[src/rtl/bcd_pkg.sv]
package bcd_pkg;

  localparam int COORD_BITS = 16;
  localparam int DEPTH_BITS = 16;

  localparam int DIFF_W = COORD_BITS + 1;
  localparam int PROD_W = 2 * DIFF_W;
  localparam int SUM_W  = PROD_W + 1;
  localparam int DZ_W   = DEPTH_BITS + 1;
  localparam int WP_W   = SUM_W + DZ_W;
  localparam int NUM_W  = WP_W + 1;
  localparam int QUOT_W = DEPTH_BITS + 2;
  localparam int DSH_W  = SUM_W + QUOT_W - 1;
  localparam int VAL_W  = QUOT_W + 1;

  typedef logic signed [COORD_BITS-1:0] coord_t;
  typedef logic signed [DEPTH_BITS-1:0] depth_t;
  typedef logic signed [DIFF_W-1:0]     diff_t;
  typedef logic signed [PROD_W-1:0]     prod_t;
  typedef logic signed [SUM_W-1:0]      sum_t;
  typedef logic signed [WP_W-1:0]       wprod_t;
  typedef logic signed [NUM_W-1:0]      num_t;
  typedef logic        [NUM_W-1:0]      mag_t;
  typedef logic        [SUM_W-1:0]      dmag_t;
  typedef logic        [DSH_W-1:0]      dsh_t;
  typedef logic        [QUOT_W-1:0]     quot_t;
  typedef logic signed [VAL_W-1:0]      sval_t;

  localparam quot_t Q_CAP = quot_t'(1) << (DEPTH_BITS + 1);
  localparam sval_t D_MAX = (sval_t'(1) <<< (DEPTH_BITS - 1)) - sval_t'(1);
  localparam sval_t D_MIN = -D_MAX - sval_t'(1);

  typedef struct packed {
    logic   deg;
    logic   neg;
    logic   ovf;
    depth_t z2;
    mag_t   rem;
    dsh_t   dsh;
    quot_t  q;
  } div_item_t;

  function automatic diff_t sdiff(input coord_t a, input coord_t b);
    return diff_t'(a) - diff_t'(b);
  endfunction

endpackage

[src/rtl/bcd_div_cell.sv]
module bcd_div_cell import bcd_pkg::*; (
  input  logic      clk,
  input  logic      rst_n,
  input  logic      up_valid,
  output logic      up_ready,
  input  div_item_t up_item,
  output logic      dn_valid,
  input  logic      dn_ready,
  output div_item_t dn_item
);

  logic      valid_r;
  div_item_t item_r;
  div_item_t item_nxt;
  logic      ge;

  assign up_ready = !valid_r || dn_ready;
  assign dn_valid = valid_r;
  assign dn_item  = item_r;

  // One restoring-division step: try the shifted divisor, subtract it from the remainder if it fits.
  always_comb begin
    ge           = (up_item.rem >= mag_t'(up_item.dsh));
    item_nxt     = up_item;
    item_nxt.rem = ge ? (up_item.rem - mag_t'(up_item.dsh)) : up_item.rem;
    item_nxt.q   = {up_item.q[QUOT_W-2:0], ge};
    item_nxt.dsh = up_item.dsh >> 1;
  end

  always_ff @(posedge clk) begin
    if (!rst_n) begin
      valid_r <= 1'b0;
    end else if (up_ready) begin
      valid_r <= up_valid;
    end
  end

  always_ff @(posedge clk) begin
    if (up_ready) begin
      item_r <= item_nxt;
    end
  end

endmodule

[config.mk]
export PLATFORM = sky130hd
export DESIGN_NAME = bcd_div_cell
export DESIGN_NICKNAME = d
export VERILOG_FILES = /design/src/rtl/bcd_pkg.sv /design/src/rtl/bcd_div_cell.sv
export SDC_FILE = /design/constraint.sdc
export NUM_CORES = 1
export LEC_CHECK = 0
export ABC_AREA = 1
export BUFFER_PORTS_ARGS = -buffer_cell sky130_fd_sc_hd__buf_2
export CORE_MARGIN = 2
export CORE_UTILIZATION = 36
export CTS_BUF_LIST = sky130_fd_sc_hd__clkbuf_8 sky130_fd_sc_hd__clkbuf_16
export CTS_CLUSTER_SIZE = 8
export DETAILED_ROUTE_END_ITERATION = 7
export PLACE_DENSITY_LB_ADDON = 0.1
export SYNTH_ARGS = -nofsm -noshare
export SYNTH_HDL_FRONTEND = slang
export SYNTH_SLANG_ARGS = --single-unit
[constraint.sdc]
create_clock -name clk -period 4.6 [get_ports clk]
set_input_delay 0.92 -clock clk [delete_from_list [all_inputs] [get_ports clk]]
set_output_delay 0.92 -clock clk [all_outputs]
set_load 0.02 [all_outputs]
==> results.md, run 1 <==
* Status: complete, no violations
* Avg WL per Cell at roughly 15 microns
* Initial antenna violation count at 0
* Finished Cell Area at between 0.01 and 0.015 sq mm
* Worst-skew pair later-pin latency at 440 ps
* Vias at between 9000 and 10000
* Mapped Area at 0.00984 sq mm
* Cell count after synthesis at ~1400
* Num CTS Buffers at 17
* Final setup violation count at 0
* CP dominant cell by count: nand2_1
* Clk root buf: clkbuf_16
* Endpoint class of the critical path: flop
* Inst Count DP at between 1500 and 2000
* Worst Skew at ~8.4 ps
* Die ar. at between 0.02 and 0.03 sq mm
* CP Cell Sequence: buf_2 -> inv_1 -> ha_1 -> nand2_1 -> nand3_1 -> nand2_1 -> nand2_1 -> nand2_1 -> nand3b_1 -> nand2_1 -> nand3_2 -> inv_2 -> buf_12 -> o21ai_1
* Placed cell areas at 0.0117 sq mm
* Final nets at around 1900
* Drt initial violations at ~570
* Initial DRT Pass Iterations at 4
* Syn_nets at 1552
* GR Overflow Total at 0
* # diodes at 0
* Post-synth cell types at 31
* DP Wirelength at roughly 25000 microns
* DRC at 0
* Power Density at about 350 mW/mm^2
* IO buf count at between 200 and 300
* Initial Util at 0.366
* Max stage delay on crit path at a little over 500 ps
* Critical path class: in -> reg
* Final Slew Violations at 0
* CTS tree: yes
* Crit-path slowest cell: nand3_2
* Largest net degree at the start of global routing at 75
* YS warnings at 0
* Critical Path Fanout Max at 74
* Fin crit share at 0.755
* Placer Congestion at 0.902
* RSZ-0062 raised after global routing: no
* CTS sink cnt at between 100 and 150
* Vias in the first global route at ~9000
* Clock transition at path regs at 70 ps
* Num rows at 60
* Synthesis-stage register bit count at 142
* Crit path DAT at between 3000 and 4000 ps
* Worst-margin pin slew at around 660 ps
* Core Box Area at about 0.027 sq mm
* Lkg Pwr at ~6.7 nW
* Max cap viols at 0
* Startpoint Class: primary input
* Req. time, crit path at roughly 4800 ps
* Post-route ant nets at 0
* Die extent in x at roughly 170 microns
* Worst VDD drop at just under 0.2 mV
* Relative slew margins at 0.559
* I/O pin count at 290
* Die Y at 169 microns
* Global router's overall resource usage at 0.217
* Post-Route WL at ~31000 microns
* F_max at around 0.29 GHz
* Syn avg cell area at a little over 7 sq um
* Number of hold buffers added after CTS at 0
* Fin Setup TNS at 0 ps
* Layout area overhead at 24.4%
* Fin cells at approximately 2000
* Commonest non-fill, non-tap cell in the layout: nand2_1
* Seq/Total Area, Yosys at 0.432
* Global-route wire length before repair at about 47000 microns
* Final hold violation count at 0
* Bufs on Longest Clock Path at 2
* Worst hold-check path type: in -> reg
* DR vias/cell at roughly 4.5
* Post-CTS Setup Repair Bufs at 0
* Post-CTS sizing at 0
* Minimum clock period at between 3000 and 4000 ps
* Fraction of layout cells with a size suffix above 1 at 0.216
* Most frequent cells in the layout: 545 x nand2_1, 293 x inv_1, 287 x buf_2, 141 x edfxtp_1, 81 x nor2_1
* H-Tree Depth at 4
-- per-stage QoR --
step           total power, mW  setup WS, ps  utilization  hold slack, ps
2_1_floorplan             2.45           974            -            1020
3_3_place_gp              2.86           722        0.434             958
3_5_place_dp              2.86           691        0.434             964
4_1_cts                   4.29          1150        0.455             636
5_1_grt                   4.47           885        0.455             634
6_report                  4.23          1130        0.455             654
-- cell usage after synthesis, drive strengths merged --
library cell	instances	area [sq um]
conb	1	3.75
nand3b	4	30.0
ha	52	651
or2	1	6.26
nand3	76	385
o21ai	27	184
edfxtp	141	4230
xor2	11	96.3
nand4	9	56.3
o21bai	6	48.8
buf	12	106
nor2	91	367
inv	301	1130
and3	1	6.26
fa	1	20.0
and2	3	18.8
a21oi	38	194
nand2	546	2050
nor3	9	45.0
a21boi	4	30.0
dfxtp	1	20.0
xnor2	18	158
-- metal layers --
layer / global-route usage / wire (microns) / share of wire
met2: 0.354 / 13800 / 0.44
met5: 0 / 0 / 0
met4: 0.0502 / 357 / 0.011
met3: 0.0387 / 1730 / 0.056
met1: 0.302 / 15200 / 0.49
-- state kept, by name, summed over array words and instances, names as in the netlist --
| name | flops |
|---|---|
| dn_item | 141 |
| dn_valid | 1 |
-- logic make-up (layout without fill, tap and decap cells) --
logic type      Yosys count  after routing  share of synthesized area
flops                   142            142                      0.432
compound gates           75             75                     0.0464
buf+inv                 313            625                      0.126
xor+xnor                 29             29                     0.0258
fa+ha+maj                53             53                     0.0682
other cells               1              1                   0.000381
simple gates            740            740                      0.301
-- final cells by class --
cell class / count / area (sq um)
clock buffers: 17 / 425
clock inverters: 15 / 149
fillers: 2883 / 14600
inverters: 301 / 1130
multi-input cells: 898 / 4370
flip-flops and latches: 142 / 4250
well taps: 341 / 427
repair buffers: 292 / 1490
-- power by group --
part | switching, mW | total (mW) | internal, mW
logic | 0.799 | 1.19 | 0.387
clock network | 0.642 | 1.40 | 0.763
registers | 0.0357 | 1.64 | 1.60
-- worst paths after layout --
path              depth (start not counted)            to  slack [ps]          from
hold / removal                            1  dn_item[133]         650  up_item[133]
hold reg to reg                           1    dn_item[6]         950      dn_valid
setup reg to reg                          2   dn_item[83]        2940      dn_valid
setup / recovery                         14   dn_item[91]        1130   up_item[20]
-- worst max-delay path: cells and delay by family --
kind | cells | cell delay [ps]
AOI/OAI and AO/OA | 1 | 100
buffers and inverters | 4 | 680
adders and majority gates | 1 | 350
and+or+nand+nor | 8 | 1530
Note: power is estimated with default switching activity, not from simulation.
==> run 2, diff against run 1 <==
==> constraint.sdc (replaced) <==
create_clock -name clk -period 2.9 [get_ports clk]
set_input_delay 0.58 -clock clk [delete_from_list [all_inputs] [get_ports clk]]
set_output_delay 0.58 -clock clk [all_outputs]
set_load 0.02 [all_outputs]
==> run 2 against run 1 <==
  * Clock skew up 2.0 ps
  * Setup slack worse by 650 ps
  * Worst hold slack worse by 330 ps
  * Highest routed layer unchanged
  * Design area up 3.5%
  * Flip-flop and latch count unchanged
  * Critical path depth up 1
  * Non-clock buffer count up 50
  * Wire length up 3.2%
  * Clock-buffer cell count unchanged
==> results.md, run 2 (same netlist as run 1, synthesis figures left out) <==
* Status: complete, no violations
* Sequential Power Share at 0.381
* Vias in the first global route at 9153
* Final setup violation count at 0
* Logic pwr share at 0.292
* Post-Route WL at 32100 microns
* Minimum clock period at 2420 ps
* Final hold violation count at 0
* Most frequent cells in the layout: 545 x nand2_1, 293 x inv_1, 287 x buf_2, 141 x edfxtp_1, 81 x nor2_1
* Global router's overall resource usage at 0.225
* Worst VDD drop at between 0.2 and 0.3 mV
* Drt initial violations at between 600 and 700
* Bufs on Longest Clock Path at 2
* Die ar. at 0.0287 sq mm
* CP dominant cell by count: nand2_1
* Worst R2R Path Depth at 2
* Max stage delay on crit path at roughly 350 ps
* Internal power at around 4.5 mW
* Largest net degree at the start of global routing at a little over 60
* RSZ-0062 raised after global routing: no
* Power Density at between 500 and 600 mW/mm^2
* Number of hold buffers added after CTS at 0
* CTS sink cnt at around 140
* Final Slew Violations at 0
* Global-route wire length before repair at 49200 microns
* Worst-skew pair later-pin latency at approximately 430 ps
* Die extent in x at 169 microns
* Placer Congestion at between 0.9 and 1
* Crit path DAT at between 2000 and 3000 ps
* I/O pin count at 290
* Final core occ at 0.471
* Critical path class: in -> reg
* Crit-path slowest cell: ha_1
* Fraction of layout cells with a size suffix above 1 at 0.239
* Psw at around 2.4 mW
* Die Y at between 150 and 200 microns
* Crit path depth at 15
* GR Overflow Total at 0
* Worst path top cell family by delay: simple AND/OR/NAND/NOR gates
* Clk pwr share at 0.327
* Commonest non-fill, non-tap cell in the layout: nand2_1
* Post-CTS sizing at 0
* Initial antenna violation count at 0
* Worst hold-check path type: in -> reg
* Layout area overhead at 28.7%
* CTS tree: yes
* IO buf count at approximately 290
* Num CTS Buffers at 17
* Worst Skew at ~10 ps
* Endpoint class of the critical path: flop
* WHS Path Cells at 1
* Avg WL per Cell at ~16 microns
* Req. time, crit path at 3070 ps
* Post-CTS Setup Repair Bufs at 0
* Core Box Area at around 0.027 sq mm
* Clock transition at path regs at around 70 ps
* Max reg flops at between 100 and 150
* Num rows at 60
* Fin Setup TNS at 0 ps
* Sw Share at 0.348
* DRC at 0
* F_max at about 0.41 GHz
* Vias at about 9300
* H-Tree Depth at 4
* DP Wirelength at about 27000 microns
* Critical Path Fanout Max at 49
* Lkg Pwr at roughly 7 nW
* # diodes at 0
* Post-route ant nets at 0
* Initial DRT Pass Iterations at 5
* DR vias/cell at roughly 4.5
* CP Cell Sequence: buf_2 -> inv_1 -> ha_1 -> nand2_1 -> nor2_1 -> inv_2 -> nor2_2 -> nand2_1 -> nor2_1 -> nand2_1 -> nand3_2 -> inv_2 -> buf_12 -> nand2_1 -> o21ai_1
* Max cap viols at 0
* WP buf/inv at 5
* Fin crit share at 0.834
* Clk root buf: clkbuf_16
* Final nets at ~1900
* Startpoint Class: primary input
* Initial Util at 0.366
* Register-to-register setup slack at 1490 ps
==> run 2: cell count changes in the layout (fill, tap and decap cells not counted) <==
cell    before  now
buf_12       1    5
buf_4        4   50
==> run 2: power by group through the flow <==
stage / registers [mW] / clock network, mW / logic, mW
floorplan: 2.97 / 0 / 0.917
global placement: 2.64 / 0 / 2.00
detailed placement: 2.65 / 0 / 2.00
CTS: 2.61 / 2.29 / 2.01
global route: 2.63 / 2.37 / 2.21
finish: 2.60 / 2.23 / 1.99
==> run 2: final timing paths <==
kind,from,endpoint
hold reg to reg,dn_valid,dn_item[41]
setup reg to reg,dn_valid,dn_item[99]
setup / recovery,up_item[47],dn_item[88]
hold / removal,up_item[133],dn_item[133]
==> run 2: cell type report <==
type | instances | area (sq um)
tap | 341 | 427
inverter | 301 | 1130
clock inverter | 15 | 149
clock buffer | 17 | 425
multi-input combinational | 898 | 4370
sequential | 142 | 4250
fill | 2818 | 14200
timing repair buffer | 342 | 1910
==> run 2: routing by layer <==
| metal | vias up | global-route usage | share of wire |
|---|---|---|---|
| li1 | 4868 | - | - |
| met1 | 4145 | 0.314 | 0.49 |
| met2 | 263 | 0.364 | 0.44 |
| met3 | 26 | 0.0373 | 0.060 |
| met4 | 0 | 0.0531 | 0.015 |
| met5 | - | 0 | 0 |
==> run 2: worst register-to-register path, cell delays in order, from the launching register on <==
cell and delay, ps:
dfxtp_1 370, nand2_8 280, buf_4 420
==> run 2: per-stage QoR <==
| step | instances | hold slack [ps] | instance area [sq um] | worst slack (ps) | total power [mW] |
|---|---|---|---|---|---|
| 6_report | 2056 | 322 | 12700 | 481 | 6.82 |
| 3_5_place_dp | 2024 | 759 | 12100 | 65.0 | 4.65 |
| 4_1_cts | 2056 | 304 | 12700 | 504 | 6.90 |
| 5_1_grt | 2056 | 307 | 12700 | 287 | 7.21 |
| 3_3_place_gp | 2024 | 757 | 12100 | 63.6 | 4.64 |
| 2_1_floorplan | 1353 | 679 | 9850 | 539 | 3.89 |
