**src/rtl/bcd_pkg.sv**
```systemverilog
package bcd_pkg;

  localparam int COORD_BITS = 16;
  localparam int DEPTH_BITS = 16;

  localparam int DIFF_W = COORD_BITS + 1;
  localparam int PROD_W = 2 * DIFF_W;
  localparam int SUM_W  = PROD_W + 1;
  localparam int DZ_W   = DEPTH_BITS + 1;
  localparam int WP_W   = SUM_W + DZ_W;
  localparam int NUM_W  = WP_W + 1;
  localparam int QUOT_W = DEPTH_BITS + 2;
  localparam int DSH_W  = SUM_W + QUOT_W - 1;
  localparam int VAL_W  = QUOT_W + 1;

  typedef logic signed [COORD_BITS-1:0] coord_t;
  typedef logic signed [DEPTH_BITS-1:0] depth_t;
  typedef logic signed [DIFF_W-1:0]     diff_t;
  typedef logic signed [PROD_W-1:0]     prod_t;
  typedef logic signed [SUM_W-1:0]      sum_t;
  typedef logic signed [WP_W-1:0]       wprod_t;
  typedef logic signed [NUM_W-1:0]      num_t;
  typedef logic        [NUM_W-1:0]      mag_t;
  typedef logic        [SUM_W-1:0]      dmag_t;
  typedef logic        [DSH_W-1:0]      dsh_t;
  typedef logic        [QUOT_W-1:0]     quot_t;
  typedef logic signed [VAL_W-1:0]      sval_t;

  localparam quot_t Q_CAP = quot_t'(1) << (DEPTH_BITS + 1);
  localparam sval_t D_MAX = (sval_t'(1) <<< (DEPTH_BITS - 1)) - sval_t'(1);
  localparam sval_t D_MIN = -D_MAX - sval_t'(1);

  typedef struct packed {
    logic   deg;
    logic   neg;
    logic   ovf;
    depth_t z2;
    mag_t   rem;
    dsh_t   dsh;
    quot_t  q;
  } div_item_t;

  function automatic diff_t sdiff(input coord_t a, input coord_t b);
    return diff_t'(a) - diff_t'(b);
  endfunction

endpackage

```
**src/rtl/bcd_out_if.sv**
```systemverilog
interface bcd_out_if import bcd_pkg::*; ();
  logic   valid;
  logic   ready;
  depth_t depth_value;
  logic   degenerate;

  modport source (output valid, depth_value, degenerate, input ready);
  modport sink (input valid, depth_value, degenerate, output ready);
endinterface

```
**src/rtl/bcd_back.sv**
```systemverilog
module bcd_back import bcd_pkg::*; (
  input  logic      clk,
  input  logic      rst_n,
  input  logic      up_valid,
  output logic      up_ready,
  input  div_item_t up_item,
  bcd_out_if.source out_chan
);

  logic   valid_r;
  depth_t depth_r, depth_nxt;
  logic   deg_r;
  quot_t  qm;
  sval_t  qs, sum, clamped;

  assign up_ready             = !valid_r || out_chan.ready;
  assign out_chan.valid       = valid_r;
  assign out_chan.depth_value = depth_r;
  assign out_chan.degenerate  = deg_r;

  always_comb begin
    qm = (up_item.ovf || (up_item.q > Q_CAP)) ? Q_CAP : up_item.q;
    qs = sval_t'({1'b0, qm});
    if (up_item.neg) begin
      qs = -qs;
    end
    sum = sval_t'(up_item.z2) + qs;
    priority if (sum > D_MAX) begin
      clamped = D_MAX;
    end else if (sum < D_MIN) begin
      clamped = D_MIN;
    end else begin
      clamped = sum;
    end
    depth_nxt = up_item.deg ? depth_t'(0) : depth_t'(clamped[DEPTH_BITS-1:0]);
  end

  always_ff @(posedge clk) begin
    if (!rst_n) begin
      valid_r <= 1'b0;
    end else if (up_ready) begin
      valid_r <= up_valid;
    end
  end

  always_ff @(posedge clk) begin
    if (up_ready) begin
      depth_r <= depth_nxt;
      deg_r   <= up_item.deg;
    end
  end

endmodule

```
**src/flat_wrapper.sv**
```systemverilog
// flat-port wrapper written by rule: the top's interface ports become plain ports
module bcd_back_flat import bcd_pkg::*;
  (clk, rst_n, up_valid, up_ready, up_item, out_chan_valid, out_chan_depth_value, out_chan_degenerate, out_chan_ready);
  bcd_out_if out_chan_i ();
  input  logic clk;
  input  logic rst_n;
  input  logic up_valid;
  output logic up_ready;
  input  div_item_t up_item;
  output wire logic [$bits(out_chan_i.valid)-1:0] out_chan_valid;
  output wire logic [$bits(out_chan_i.depth_value)-1:0] out_chan_depth_value;
  output wire logic [$bits(out_chan_i.degenerate)-1:0] out_chan_degenerate;
  input wire logic [$bits(out_chan_i.ready)-1:0] out_chan_ready;
  assign out_chan_valid = out_chan_i.valid;
  assign out_chan_depth_value = out_chan_i.depth_value;
  assign out_chan_degenerate = out_chan_i.degenerate;
  assign out_chan_i.ready = out_chan_ready;
  bcd_back u_core (.clk(clk), .rst_n(rst_n), .up_valid(up_valid), .up_ready(up_ready), .up_item(up_item), .out_chan(out_chan_i));
endmodule
```
**config.mk**
```make
export PLATFORM = sky130hd
export DESIGN_NAME = bcd_back_flat
export DESIGN_NICKNAME = d
export VERILOG_FILES = /design/src/rtl/bcd_pkg.sv /design/src/rtl/bcd_out_if.sv /design/src/rtl/bcd_back.sv /design/src/flat_wrapper.sv
export SDC_FILE = /design/constraint.sdc
export NUM_CORES = 1
export LEC_CHECK = 0
export BUFFER_PORTS_ARGS = -buffer_cell sky130_fd_sc_hd__buf_2
export CELL_PAD_IN_SITES_DETAIL_PLACEMENT = 0
export CELL_PAD_IN_SITES_GLOBAL_PLACEMENT = 1
export CORE_MARGIN = 5
export CORE_UTILIZATION = 27
export CTS_CLUSTER_SIZE = 24
export DETAILED_ROUTE_END_ITERATION = 8
export PLACE_DENSITY = 0.86
export SYNTH_ARGS = -nofsm -noshare
export SYNTH_HDL_FRONTEND = slang
export SYNTH_SLANG_ARGS = --single-unit
```
**constraint.sdc**
```tcl
create_clock -name clk -period 5.8 [get_ports clk]
set_input_delay 0.29 -clock clk [delete_from_list [all_inputs] [get_ports clk]]
set_output_delay 0.29 -clock clk [all_outputs]
set_load 0.005 [all_outputs]
```
==> metrics.txt, run 1 <==
# TYPE chip_impl_metric gauge
chip_impl_info{name="outcome",value="complete, no violations"} 1
chip_impl_metric{name="grt_first_pass_wirelength",unit="um"} 8910
chip_impl_metric{name="floorplan.die.height",unit="um"} 99.6
chip_impl_info{name="top_area_cells_in_the_synthesized_netlist",value="sky130_fd_sc_hd__edfxtp_1 (24%), sky130_fd_sc_hd__ha_1 (12%), sky130_fd_sc_hd__a21o_1 (6.6%), sky130_fd_sc_hd__xnor2_1 (4.4%), sky130_fd_sc_hd__a21oi_1 (4.2%)"} 1
chip_impl_metric{name="clock_insertion_delay_worst_skew",unit="ps"} 240
chip_impl_info{name="critical_path.top_delay_family",value="compound AO/OA/AOI/OAI gates"} 1
chip_impl_metric{name="hpwlAfterDp",unit="um"} 4680
chip_impl_info{name="timing.hold.worst.start",value="up_item[141]"} 1
chip_impl_metric{name="cts.clk_slew.worst_paths",unit="ps"} 60
chip_impl_metric{name="clock_skew",unit="ps"} 1.28
chip_impl_info{name="worst_setup_path_start_kind",value="input pin"} 1
chip_impl_metric{name="drt_iter0_markers",unit=""} 46
chip_impl_metric{name="relSlewSlack",unit=""} 0.482
chip_impl_metric{name="synth_fp_nets",unit=""} 420
chip_impl_metric{name="buffer_ports.inserted",unit=""} 59
chip_impl_metric{name="worst_hold_path.num_cells",unit=""} 1
chip_impl_metric{name="worst_slew_pin_slew",unit="ps"} 777
chip_impl_metric{name="total_count_of_hold_check_failures_in_the_final_report",unit=""} 0
chip_impl_info{name="crit_slowest_cell",value="sky130_fd_sc_hd__or4_4"} 1
chip_impl_info{name="r2r-end",value="u_core.out_chan.degenerate"} 1
chip_impl_info{name="tritoncts",value="yes"} 1
chip_impl_metric{name="remaining_drc_errors",unit=""} 0
chip_impl_info{name="ctsRootBufferMaster",value="sky130_fd_sc_hd__clkbuf_8"} 1
chip_impl_metric{name="r2r_cells",unit=""} 1
chip_impl_metric{name="final.setup.tns",unit="ps"} 0
chip_impl_metric{name="p_leak",unit="uW"} 0.00125
chip_impl_metric{name="post_synthesis_instance_area",unit="mm2"} 0.00217
chip_impl_metric{name="critPathMaxStageDelay",unit="ps"} 570
chip_impl_metric{name="ioPinCount",unit=""} 165
chip_impl_metric{name="path_max_fanout",unit=""} 15
chip_impl_info{name="synthFlopType",value="sky130_fd_sc_hd__edfxtp_1"} 1
chip_impl_metric{name="synthDistinctLibCells",unit=""} 58
chip_impl_metric{name="pd_cells",unit="mW/mm2"} 195
chip_impl_metric{name="achievable-frequency",unit="MHz"} 215
chip_impl_metric{name="wire_per_inst",unit="um"} 13.1
chip_impl_metric{name="globalRoute.totalOverflow",unit=""} 0
chip_impl_info{name="hold_path.class",value="input pin to flop"} 1
chip_impl_metric{name="grt_util_all_layers",unit=""} 0.108
chip_impl_metric{name="worst_ep_arrival_time",unit="ps"} 4650
chip_impl_info{name="hold_path_end",value="u_core.out_chan.degenerate"} 1
chip_impl_metric{name="critPathBufInv",unit=""} 1
chip_impl_metric{name="cts_resized",unit=""} 0
chip_impl_metric{name="final_core_util",unit=""} 0.335
chip_impl_metric{name="syn_to_final_growth",unit="%"} 20.0
chip_impl_metric{name="first_global_vias",unit=""} 1938
chip_impl_metric{name="cts.hold.buffers_added",unit=""} 0
chip_impl_metric{name="fp.dieW",unit="um"} 99.6
chip_impl_metric{name="ys.warnings.count",unit=""} 0
chip_impl_metric{name="wirelength",unit="um"} 5420
chip_impl_metric{name="maxSlewViolCount",unit=""} 0
chip_impl_metric{name="synth_cells",unit=""} 252
chip_impl_metric{name="ir_drop",unit="uV"} 68.0
chip_impl_metric{name="rrSetupSlack",unit="ps"} 4570
chip_impl_metric{name="setup-violations-final",unit=""} 0
chip_impl_metric{name="antenna_cells_inserted",unit=""} 0
chip_impl_metric{name="drv_cap",unit=""} 0
chip_impl_metric{name="synth_sequential_area_ratio",unit=""} 0.245
chip_impl_metric{name="grt_antenna_before_repair",unit=""} 0
chip_impl_info{name="rsz0062_at_grt",value="no"} 1
chip_impl_metric{name="starting_density_of_the_core",unit=""} 0.279
chip_impl_metric{name="async_reset_ff_frac",unit=""} 0
chip_impl_metric{name="synth-seq-cells",unit=""} 18
chip_impl_metric{name="postCtsSetupBuffers",unit=""} 0
chip_impl_metric{name="clock_h_tree_levels",unit=""} 1
chip_impl_info{name="crit_top_cell",value="sky130_fd_sc_hd__o21ai_1"} 1
chip_impl_info{name="worstReg2RegStart",value="u_core.out_chan.valid"} 1
chip_impl_metric{name="post-route-min-period",unit="ps"} 4650
chip_impl_info{name="most_instantiated_library_cell_after_synthesis",value="sky130_fd_sc_hd__nor2_1"} 1
chip_impl_metric{name="synthDominantCellAreaShare",unit=""} 0.235
chip_impl_metric{name="syn_area_per_cell",unit="um2"} 8.60
chip_impl_metric{name="placeable_core_region",unit="mm2"} 0.00777
chip_impl_info{name="cp_cell_sequence",value="buf_2 > or4_4 > nor2_4 > nand3_1 > or3_1 > a21oi_4 > nor2_1 > a221oi_1 > ha_1 > and3_1 > o21ai_1 > a31oi_1 > o21ai_1 > a32oi_2 > xnor2_2 > a32o_2 > a31o_2"} 1
chip_impl_metric{name="grt_start_max_net_pins",unit=""} 21
chip_impl_metric{name="cp.required",unit="ps"} 5800
chip_impl_info{name="netlist_top_cells_count",value="sky130_fd_sc_hd__nor2_1 (24), sky130_fd_sc_hd__nand2_1 (22), sky130_fd_sc_hd__ha_1 (21)"} 1
chip_impl_metric{name="drt-vias-per-instance",unit=""} 4.86
chip_impl_metric{name="floorplan.die_area",unit="mm2"} 0.00992
chip_impl_metric{name="detail-route-antenna-nets",unit=""} 0
chip_impl_metric{name="fp-row-count",unit=""} 32
chip_impl_metric{name="layout-drive-gt1-share",unit=""} 0.254
chip_impl_info{name="critPathCaptureType",value="flop"} 1
chip_impl_metric{name="synth_edf_count",unit=""} 17
chip_impl_metric{name="tritoncts.num_buffers",unit=""} 3
chip_impl_metric{name="dr_vias",unit=""} 2006
chip_impl_metric{name="clock_tree.buffer_depth",unit=""} 2
chip_impl_info{name="critical_path_class",value="input pin to flop"} 1
chip_impl_metric{name="layout.nets",unit=""} 480
chip_impl_info{name="synth.largest_area_cell",value="sky130_fd_sc_hd__edfxtp_1"} 1
chip_impl_metric{name="first_pass_iters",unit=""} 4
chip_impl_metric{name="clock_tree_sinks",unit=""} 18
chip_impl_metric{name="final.period_utilization",unit=""} 0.802
chip_impl_metric{name="gp_congestion",unit=""} 0.838
per-stage QoR:
stage	worst slack (ps)	instance area [um2]	total power [uW]	hold WS [ps]	std cells
4_1_cts	1130	2600	513	265	413
6_report	1150	2600	506	268	413
5_1_grt	870	2600	549	267	413
2_1_floorplan	1550	2170	353	389	252
3_5_place_dp	862	2560	426	522	409
3_3_place_gp	905	2560	423	520	409
layer usage:
metal / vias to the layer above / routed length (um) / track usage
met1: 893 / 2390 / 0.133
met4: 0 / 30 / 0.0315
met2: 44 / 2630 / 0.189
met5: - / 0 / 0
met3: 2 / 370 / 0.0245
li1: 1067 / - / -
layout by cell type, fill, tap and decap left out, types with 2 or more instances in the layout:
| master | n |
|---|---|
| sky130_fd_sc_hd__or2_2 | 2 |
| sky130_fd_sc_hd__o21ai_0 | 18 |
| sky130_fd_sc_hd__xnor2_1 | 11 |
| sky130_fd_sc_hd__and3_1 | 4 |
| sky130_fd_sc_hd__edfxtp_1 | 17 |
| sky130_fd_sc_hd__nor2b_1 | 3 |
| sky130_fd_sc_hd__a21o_1 | 19 |
| sky130_fd_sc_hd__or3_1 | 3 |
| sky130_fd_sc_hd__a21oi_1 | 18 |
| sky130_fd_sc_hd__nand3_1 | 6 |
| sky130_fd_sc_hd__a311oi_1 | 3 |
| sky130_fd_sc_hd__nor2_1 | 24 |
| sky130_fd_sc_hd__a211oi_1 | 3 |
| sky130_fd_sc_hd__ha_1 | 21 |
| sky130_fd_sc_hd__buf_2 | 59 |
| sky130_fd_sc_hd__a31o_2 | 2 |
| sky130_fd_sc_hd__o211ai_1 | 3 |
| sky130_fd_sc_hd__clkbuf_8 | 3 |
| sky130_fd_sc_hd__and4_1 | 2 |
| sky130_fd_sc_hd__or4_1 | 2 |
| sky130_fd_sc_hd__inv_1 | 12 |
| sky130_fd_sc_hd__xor2_1 | 10 |
| sky130_fd_sc_hd__nand2b_1 | 2 |
| sky130_fd_sc_hd__a31oi_1 | 4 |
| sky130_fd_sc_hd__nand2_1 | 22 |
| sky130_fd_sc_hd__o21ai_1 | 2 |
| sky130_fd_sc_hd__nor3_1 | 4 |
| sky130_fd_sc_hd__o31ai_1 | 2 |
flip-flops by register name (all words and copies together), names as in the netlist:
name,cells
u_core.out_chan.degenerate,1
u_core.out_chan.valid,1
u_core.out_chan.depth_value,16
area by class of cell:
class	count	area, um2
fillers	851	5160
multi-input cells	218	1560
flip-flops and latches	18	531
repair buffers	59	295
well taps	102	128
clock buffers	4	45.0
inverters	12	45.0
report_power, final:
group	switching [uW]	leakage, uW	total (uW)	internal (uW)
clock network	34.3	0.0000228	82.9	48.6
registers	5.71	0.000193	188	183
logic	126	0.00103	235	109
total	166	0.00125	506	340
kinds of logic after synthesis:
| family | count (synthesis) | share of synthesized area |
|---|---|---|
| adders and majority gates | 22 | 0.130 |
| AOI/OAI and AO/OA | 92 | 0.305 |
| DFF | 18 | 0.245 |
| buffers and inverters | 16 | 0.0364 |
| xor gates and xnor gates | 22 | 0.0923 |
| and+or+nand+nor | 82 | 0.192 |
worst max path at each step:
stage	startpoint	end	slack, ps	depth (start not counted)
floorplan	up_item[4]	u_core.out_chan.depth_value[7]	1550	17
global placement	up_item[4]	u_core.out_chan.depth_value[9]	910	16
global route	up_item[4]	u_core.out_chan.depth_value[9]	870	17
CTS	up_item[4]	u_core.out_chan.depth_value[9]	1130	17
finish	up_item[4]	u_core.out_chan.depth_value[9]	1150	17
detailed placement	up_item[4]	u_core.out_chan.depth_value[9]	860	17
Note: power is estimated with default switching activity, not from simulation.
==> inputs of run 2 (changes only) <==
CORE_UTILIZATION = 25   (was 27)
PLACE_DENSITY = 0.84   (was 0.86)
clock period = 3.99 ns   (was 5.8 ns; I/O delays follow)
==> run 2 against run 1 <==
Effect of this change: the run now ends with setup timing left; critical endpoint unchanged; via count up 18%; count of clock-buffer cells in the layout shrank 1; clock power rose by 47%; utilization is 5.1 points higher; sequential share of layout area down 4.4 points; design area is 27% higher; sequential power increased by 46%; routed wire length up 31%.
==> metrics.txt, run 2 (synthesis gave the netlist of run 1 again) <==
# TYPE chip_impl_metric gauge
chip_impl_info{name="highest_metal_layer_with_signal_wires",value="met4"} 1
chip_impl_metric{name="final.setup.tns",unit="ps"} -929
chip_impl_info{name="layout.cells.most_common_list",value="sky130_fd_sc_hd__buf_4 (60), sky130_fd_sc_hd__buf_2 (57), sky130_fd_sc_hd__nor2_1 (23)"} 1
chip_impl_metric{name="remaining_drc_errors",unit=""} 0
chip_impl_metric{name="met3_wirelength",unit="um"} 272
chip_impl_metric{name="multiInputGateArea",unit="mm2"} 0.00178
chip_impl_info{name="tritoncts",value="yes"} 1
chip_impl_metric{name="first_global_vias",unit=""} 2267
chip_impl_metric{name="dpl.cell_count",unit=""} 473
chip_impl_metric{name="cts.clk_slew.worst_paths",unit="ps"} 70
chip_impl_metric{name="r2r_cells",unit=""} 1
chip_impl_metric{name="wirelength",unit="um"} 7120
chip_impl_metric{name="relSlewSlack",unit=""} 0.461
chip_impl_metric{name="p_leak",unit="uW"} 0.00160
chip_impl_metric{name="drv_cap",unit=""} 0
chip_impl_info{name="layout_commonest_cell",value="sky130_fd_sc_hd__buf_4"} 1
chip_impl_metric{name="cp.required",unit="ps"} 4000
chip_impl_metric{name="grt_first_pass_wirelength",unit="um"} 10400
chip_impl_metric{name="finish.cell_count_without_fillers",unit=""} 483
chip_impl_metric{name="hpwlAfterDp",unit="um"} 5600
chip_impl_metric{name="floorplan.die_area",unit="mm2"} 0.0106
chip_impl_metric{name="first_pass_iters",unit=""} 6
chip_impl_metric{name="grt_util_all_layers",unit=""} 0.120
chip_impl_metric{name="cts.hold.buffers_added",unit=""} 0
chip_impl_metric{name="worst_slew_pin_slew",unit="ps"} 808
chip_impl_metric{name="clock_tree_sinks",unit=""} 18
chip_impl_metric{name="achievable-frequency",unit="MHz"} 244
chip_impl_metric{name="layout.nets",unit=""} 544
chip_impl_metric{name="detailroute.wirelength.met2",unit="um"} 3740
chip_impl_metric{name="detail-route-antenna-nets",unit=""} 0
chip_impl_info{name="worst_setup_path_start_kind",value="input pin"} 1
chip_impl_metric{name="buffer_ports.inserted",unit=""} 59
chip_impl_metric{name="pd_cells",unit="mW/mm2"} 263
chip_impl_metric{name="antenna_cells_inserted",unit=""} 0
chip_impl_metric{name="setup-violations-final",unit=""} 15
chip_impl_info{name="ctsRootBufferMaster",value="sky130_fd_sc_hd__clkbuf_8"} 1
chip_impl_metric{name="wire_per_inst",unit="um"} 14.7
chip_impl_metric{name="layout-drive-gt1-share",unit=""} 0.453
chip_impl_info{name="hold_path.class",value="input pin to flop"} 1
chip_impl_metric{name="drt_iter0_markers",unit=""} 61
chip_impl_metric{name="fp.dieW",unit="um"} 103
chip_impl_info{name="rsz0062_at_grt",value="yes"} 1
chip_impl_metric{name="maxSlewViolCount",unit=""} 0
chip_impl_metric{name="layout.area.seq",unit="um2"} 531
chip_impl_info{name="critPathCaptureType",value="flop"} 1
chip_impl_metric{name="placeable_core_region",unit="mm2"} 0.00859
chip_impl_metric{name="timing.final.ws_setup",unit="ps"} -105
chip_impl_metric{name="clock_tree.buffer_depth",unit=""} 2
chip_impl_metric{name="tritoncts.num_buffers",unit=""} 3
chip_impl_metric{name="syn_to_final_growth",unit="%"} 52.8
chip_impl_metric{name="starting_density_of_the_core",unit=""} 0.252
chip_impl_metric{name="grt_antenna_before_repair",unit=""} 0
chip_impl_metric{name="clock_insertion_delay_worst_skew",unit="ps"} 250
chip_impl_info{name="critical_path_class",value="input pin to flop"} 1
chip_impl_metric{name="total_count_of_hold_check_failures_in_the_final_report",unit=""} 0
chip_impl_metric{name="grt_start_max_net_pins",unit=""} 20
chip_impl_metric{name="final_core_util",unit=""} 0.386
chip_impl_info{name="outcome",value="complete, but fails checks"} 1
chip_impl_metric{name="whs",unit="ps"} 196
chip_impl_metric{name="dr_vias",unit=""} 2376
chip_impl_metric{name="ir_drop",unit="uV"} 118
chip_impl_metric{name="floorplan.die.height",unit="um"} 103
chip_impl_metric{name="path_max_fanout",unit=""} 8
chip_impl_metric{name="drt-met1-wl",unit="um"} 3070
chip_impl_metric{name="ioPinCount",unit=""} 165
chip_impl_metric{name="globalRoute.totalOverflow",unit=""} 0
chip_impl_metric{name="flip_flop_count_of_the_largest_register_after_layout",unit=""} 16
chip_impl_metric{name="clock_skew",unit="ps"} 5.17
chip_impl_metric{name="final.period_utilization",unit=""} 1.03
chip_impl_metric{name="worst_ep_arrival_time",unit="ps"} 4100
chip_impl_metric{name="post-route-min-period",unit="ps"} 4100
chip_impl_metric{name="number_of_inserted_filler_cells_in_the_final_layout",unit=""} 881
chip_impl_metric{name="drt-vias-per-instance",unit=""} 4.92
chip_impl_metric{name="worst_hold_path.num_cells",unit=""} 1
chip_impl_info{name="violations",value="setup timing"} 1
chip_impl_metric{name="clock_h_tree_levels",unit=""} 1
chip_impl_metric{name="fp-row-count",unit=""} 34
chip_impl_metric{name="gp_congestion",unit=""} 0.881
==> run 2: power breakdown <==
group	internal, uW	switching, uW
sequential	265	10.1
combinational	234	241
clock	68.1	54.1
total	567	305
==> run 2: stage by stage <==
stage               setup slack, ps  power, uW  instance area [um2]
finish                         -105        873                 3310
global route                   -238        936                 3310
CTS                            10.0        832                 3100
detailed placement             -337        705                 3040
global placement               -256        698                 3040
floorplan                     -11.1        520                 2210
==> run 2: final timing paths <==
kind | start | to | slack, ps
worst max-delay path | up_item[11] | u_core.out_chan.depth_value[9] | -110
worst min-delay path | up_item[141] | u_core.out_chan.degenerate | 200
worst max register to register | u_core.out_chan.valid | u_core.out_chan.depth_value[4] | 2740
worst min register to register | u_core.out_chan.valid | u_core.out_chan.depth_value[0] | 1080
==> run 2: repair_timing <==
item / in CTS / in global routing
gates cloned: 0 / 2
buffers inserted: 0 / 4
pin swaps: 1 / 21
gates resized for setup: 2 / 32
endpoints found under the setup margin: 15 / 15
==> run 2: worst max-delay path, stage by stage <==
cell and delay, ps:
sky130_fd_sc_hd__buf_6 90, sky130_fd_sc_hd__or4_4 530, sky130_fd_sc_hd__or2_4 250, sky130_fd_sc_hd__or3_4 420
sky130_fd_sc_hd__a21oi_4 280, sky130_fd_sc_hd__o2111a_1 220, sky130_fd_sc_hd__nor3_1 50, sky130_fd_sc_hd__ha_1 330
sky130_fd_sc_hd__and4_1 240, sky130_fd_sc_hd__nand2_1 100, sky130_fd_sc_hd__a31oi_4 160, sky130_fd_sc_hd__o21ai_2 100
sky130_fd_sc_hd__buf_4 160, sky130_fd_sc_hd__a21oi_2 180, sky130_fd_sc_hd__a31oi_1 120, sky130_fd_sc_hd__o311a_4 440
sky130_fd_sc_hd__a31o_2 220
==> run 2: layer usage <==
metal,track usage,up-vias
met4,0.0129,0
met5,0,-
met2,0.221,58
li1,-,1210
met1,0.157,1104
met3,0.0115,4
==> run 2: layout make-up <==
cell class / count / area share
multi-input cells: 220 / 0.536
repair buffers: 121 / 0.236
flip-flops and latches: 18 / 0.160
well taps: 108 / 0.0408
inverters: 12 / 0.0136
clock buffers: 3 / 0.0125
clock inverters: 1 / 0.00113
==> inputs of run 3 (changes only) <==
PLACE_DENSITY = default   (was 0.84)
PLACE_DENSITY_LB_ADDON = 0.1   (was default)
==> run 3 against run 2 <==
Effect of this change: the run still ends with setup timing left; die area stayed put; clock power rose by 19%; critical path type unchanged; design area rose by 2.3%; flip-flop and latch count unchanged; maximum frequency up 1.4%; non-clock buffer count is 12 higher; first-iteration DRC count is 36% lower; routed wire length decreased by 0.80%; utilization increased by 0.87 points; combinational power rose by 2%.
==> metrics.txt, run 3 (synthesis gave the netlist of run 1 again) <==
# TYPE chip_impl_metric gauge
chip_impl_info{name="outcome",value="complete, but fails checks"} 1
chip_impl_info{name="violations",value="setup timing"} 1
chip_impl_metric{name="floorplan.die.height",unit="um"} 103
chip_impl_metric{name="tritoncts.num_buffers",unit=""} 3
chip_impl_metric{name="gp_congestion",unit=""} 0.810
chip_impl_metric{name="placeable_core_region",unit="mm2"} 0.00859
chip_impl_metric{name="drt-vias-per-instance",unit=""} 4.79
chip_impl_metric{name="layout-drive-gt1-share",unit=""} 0.464
chip_impl_metric{name="grt_antenna_before_repair",unit=""} 0
chip_impl_info{name="cp_cell_sequence",value="buf_6 > or4_4 > or2_4 > or3_4 > a21oi_4 > nor2_2 > a221oi_2 > ha_1 > and3_1 > o21ai_2 > a31oi_4 > o21ai_4 > a32oi_2 > xnor2_2 > a32o_2 > buf_6 > a21o_1"} 1
chip_impl_metric{name="groute.layer.met1.usage",unit=""} 0.166
chip_impl_metric{name="critPathBufInv",unit=""} 2
chip_impl_metric{name="cts.hold.buffers_added",unit=""} 0
chip_impl_metric{name="whs",unit="ps"} 176
chip_impl_metric{name="globalRoute.totalOverflow",unit=""} 0
chip_impl_metric{name="wirelength",unit="um"} 7060
chip_impl_info{name="rsz0062_at_grt",value="yes"} 1
chip_impl_info{name="layout.cells.most_common_list",value="sky130_fd_sc_hd__buf_4 (69), sky130_fd_sc_hd__buf_2 (58), sky130_fd_sc_hd__nor2_1 (20), sky130_fd_sc_hd__nand2_1 (20), sky130_fd_sc_hd__ha_1 (20)"} 1
chip_impl_metric{name="grt_start_max_net_pins",unit=""} 20
chip_impl_metric{name="path_max_fanout",unit=""} 6
chip_impl_metric{name="p_leak",unit="uW"} 0.00168
chip_impl_info{name="grt_busiest_layer",value="met2"} 1
chip_impl_metric{name="grt_util_all_layers",unit=""} 0.126
chip_impl_metric{name="clock_skew",unit="ps"} 1.53
chip_impl_metric{name="critPathMaxStageDelay",unit="ps"} 520
chip_impl_metric{name="maxSlewViolCount",unit=""} 0
chip_impl_metric{name="fp-row-count",unit=""} 34
chip_impl_metric{name="fp.dieW",unit="um"} 103
chip_impl_info{name="tritoncts",value="yes"} 1
chip_impl_metric{name="starting_density_of_the_core",unit=""} 0.252
chip_impl_metric{name="timing.final.ws_setup",unit="ps"} -49.2
chip_impl_info{name="critical_path.top_delay_family",value="compound AO/OA/AOI/OAI gates"} 1
chip_impl_info{name="ctsRootBufferMaster",value="sky130_fd_sc_hd__clkbuf_8"} 1
chip_impl_metric{name="clock_tree.buffer_depth",unit=""} 2
chip_impl_metric{name="clock_insertion_delay_worst_skew",unit="ps"} 250
chip_impl_info{name="crit_slowest_cell",value="sky130_fd_sc_hd__or4_4"} 1
chip_impl_metric{name="pd_cells",unit="mW/mm2"} 266
chip_impl_metric{name="drt_iter0_markers",unit=""} 39
chip_impl_info{name="crit_top_cell",value="sky130_fd_sc_hd__buf_6"} 1
chip_impl_metric{name="ioPinCount",unit=""} 165
chip_impl_metric{name="layout.nets",unit=""} 555
chip_impl_metric{name="relSlewSlack",unit=""} 0.461
chip_impl_metric{name="worst_ep_arrival_time",unit="ps"} 4050
chip_impl_metric{name="cp.required",unit="ps"} 4000
chip_impl_info{name="worst_setup_path_start_kind",value="input pin"} 1
chip_impl_metric{name="drv_cap",unit=""} 0
chip_impl_metric{name="clock_h_tree_levels",unit=""} 1
chip_impl_metric{name="final_area",unit="mm2"} 0.00339
chip_impl_info{name="critPathCaptureType",value="flop"} 1
chip_impl_metric{name="hpwlAfterDp",unit="um"} 5860
chip_impl_metric{name="ir_drop",unit="uV"} 87.1
chip_impl_info{name="critical_path_class",value="input pin to flop"} 1
chip_impl_metric{name="antenna_cells_inserted",unit=""} 0
chip_impl_metric{name="dr_vias",unit=""} 2364
chip_impl_metric{name="total_count_of_hold_check_failures_in_the_final_report",unit=""} 0
chip_impl_metric{name="post_dp_cell_area",unit="mm2"} 0.00309
chip_impl_metric{name="wire_per_inst",unit="um"} 14.3
chip_impl_metric{name="buffer_ports.inserted",unit=""} 59
chip_impl_metric{name="syn_to_final_growth",unit="%"} 56.3
chip_impl_metric{name="grt_first_pass_wirelength",unit="um"} 10600
chip_impl_metric{name="grtUsageMet2",unit=""} 0.217
chip_impl_metric{name="worst_slew_pin_slew",unit="ps"} 808
chip_impl_metric{name="detail-route-antenna-nets",unit=""} 0
chip_impl_metric{name="cts.clk_slew.worst_paths",unit="ps"} 60
chip_impl_info{name="hold_path.class",value="input pin to flop"} 1
chip_impl_metric{name="achievable-frequency",unit="MHz"} 248
chip_impl_metric{name="power.total",unit="uW"} 902
chip_impl_metric{name="flip_flop_count_of_the_largest_register_after_layout",unit=""} 16
chip_impl_metric{name="floorplan.die_area",unit="mm2"} 0.0106
chip_impl_metric{name="clock_tree_sinks",unit=""} 18
chip_impl_metric{name="met3_usage",unit=""} 0.0108
chip_impl_metric{name="first_global_vias",unit=""} 2276
chip_impl_metric{name="post-route-min-period",unit="ps"} 4040
chip_impl_info{name="layout_commonest_cell",value="sky130_fd_sc_hd__buf_4"} 1
chip_impl_metric{name="place_ws",unit="ps"} -388
chip_impl_metric{name="setup-violations-final",unit=""} 15
chip_impl_metric{name="final.period_utilization",unit=""} 1.01
chip_impl_metric{name="remaining_drc_errors",unit=""} 0
chip_impl_metric{name="first_pass_iters",unit=""} 4
[run 3: changes by cell type in the layout (fill, tap and decap cells not counted), moves of 2 or more]
cell	before	now
sky130_fd_sc_hd__a311oi_1	0	2
sky130_fd_sc_hd__a311oi_2	4	1
sky130_fd_sc_hd__buf_4	60	69
sky130_fd_sc_hd__buf_6	4	6
sky130_fd_sc_hd__nor2_1	23	20
sky130_fd_sc_hd__nor2_2	1	5
sky130_fd_sc_hd__o21ai_0	12	14
sky130_fd_sc_hd__o21ai_2	5	2
[run 3: layer usage]
metal,vias to the layer above,wire length (um)
met5,-,0
met4,0,61
met3,4,328
met2,52,3430
met1,1082,3240
li1,1226,-
[run 3: cell type report]
| class | instances | area (um2) |
|---|---|---|
| fillers | 924 | 5200 |
| multi-input cells | 219 | 1750 |
| repair buffers | 133 | 876 |
| flip-flops and latches | 18 | 531 |
| well taps | 108 | 135 |
| clock buffers | 4 | 55.1 |
| inverters | 12 | 45.0 |
[run 3: stage by stage]
| stage | std cells | TNS [ps] | util |
|---|---|---|---|
| floorplan | 252 | -115 | - |
| global placement | 480 | -5350 | 0.360 |
| detailed placement | 480 | -5150 | 0.360 |
| CTS | 486 | -21.6 | 0.369 |
| global route | 494 | -2430 | 0.394 |
| finish | 494 | -418 | 0.394 |
[run 3: report_power, final]
group / leakage [uW] / total, uW / internal [uW] / switching (uW)
clock: 0.0000288 / 145 / 87.6 / 56.9
sequential: 0.000193 / 274 / 265 / 8.79
combinational: 0.00145 / 483 / 248 / 235
total: 0.00168 / 902 / 601 / 301
[run 3: final timing paths]
kind	start	endpoint	slack, ps	cells after the start
worst min register to register	u_core.out_chan.valid	u_core.out_chan.depth_value[7]	1080	1
worst max register to register	u_core.out_chan.valid	u_core.out_chan.depth_value[15]	2740	1
worst max-delay path	up_item[11]	u_core.out_chan.depth_value[0]	-50	17
worst min-delay path	up_item[141]	u_core.out_chan.degenerate	180	1
[run 3: timing repair]
action | in CTS | in global routing
buffers inserted | 2 | 6
gates cloned | 0 | 2
pin swaps | 1 | 21
gates resized for setup | 1 | 32
endpoints found under the setup margin | 15 | 15
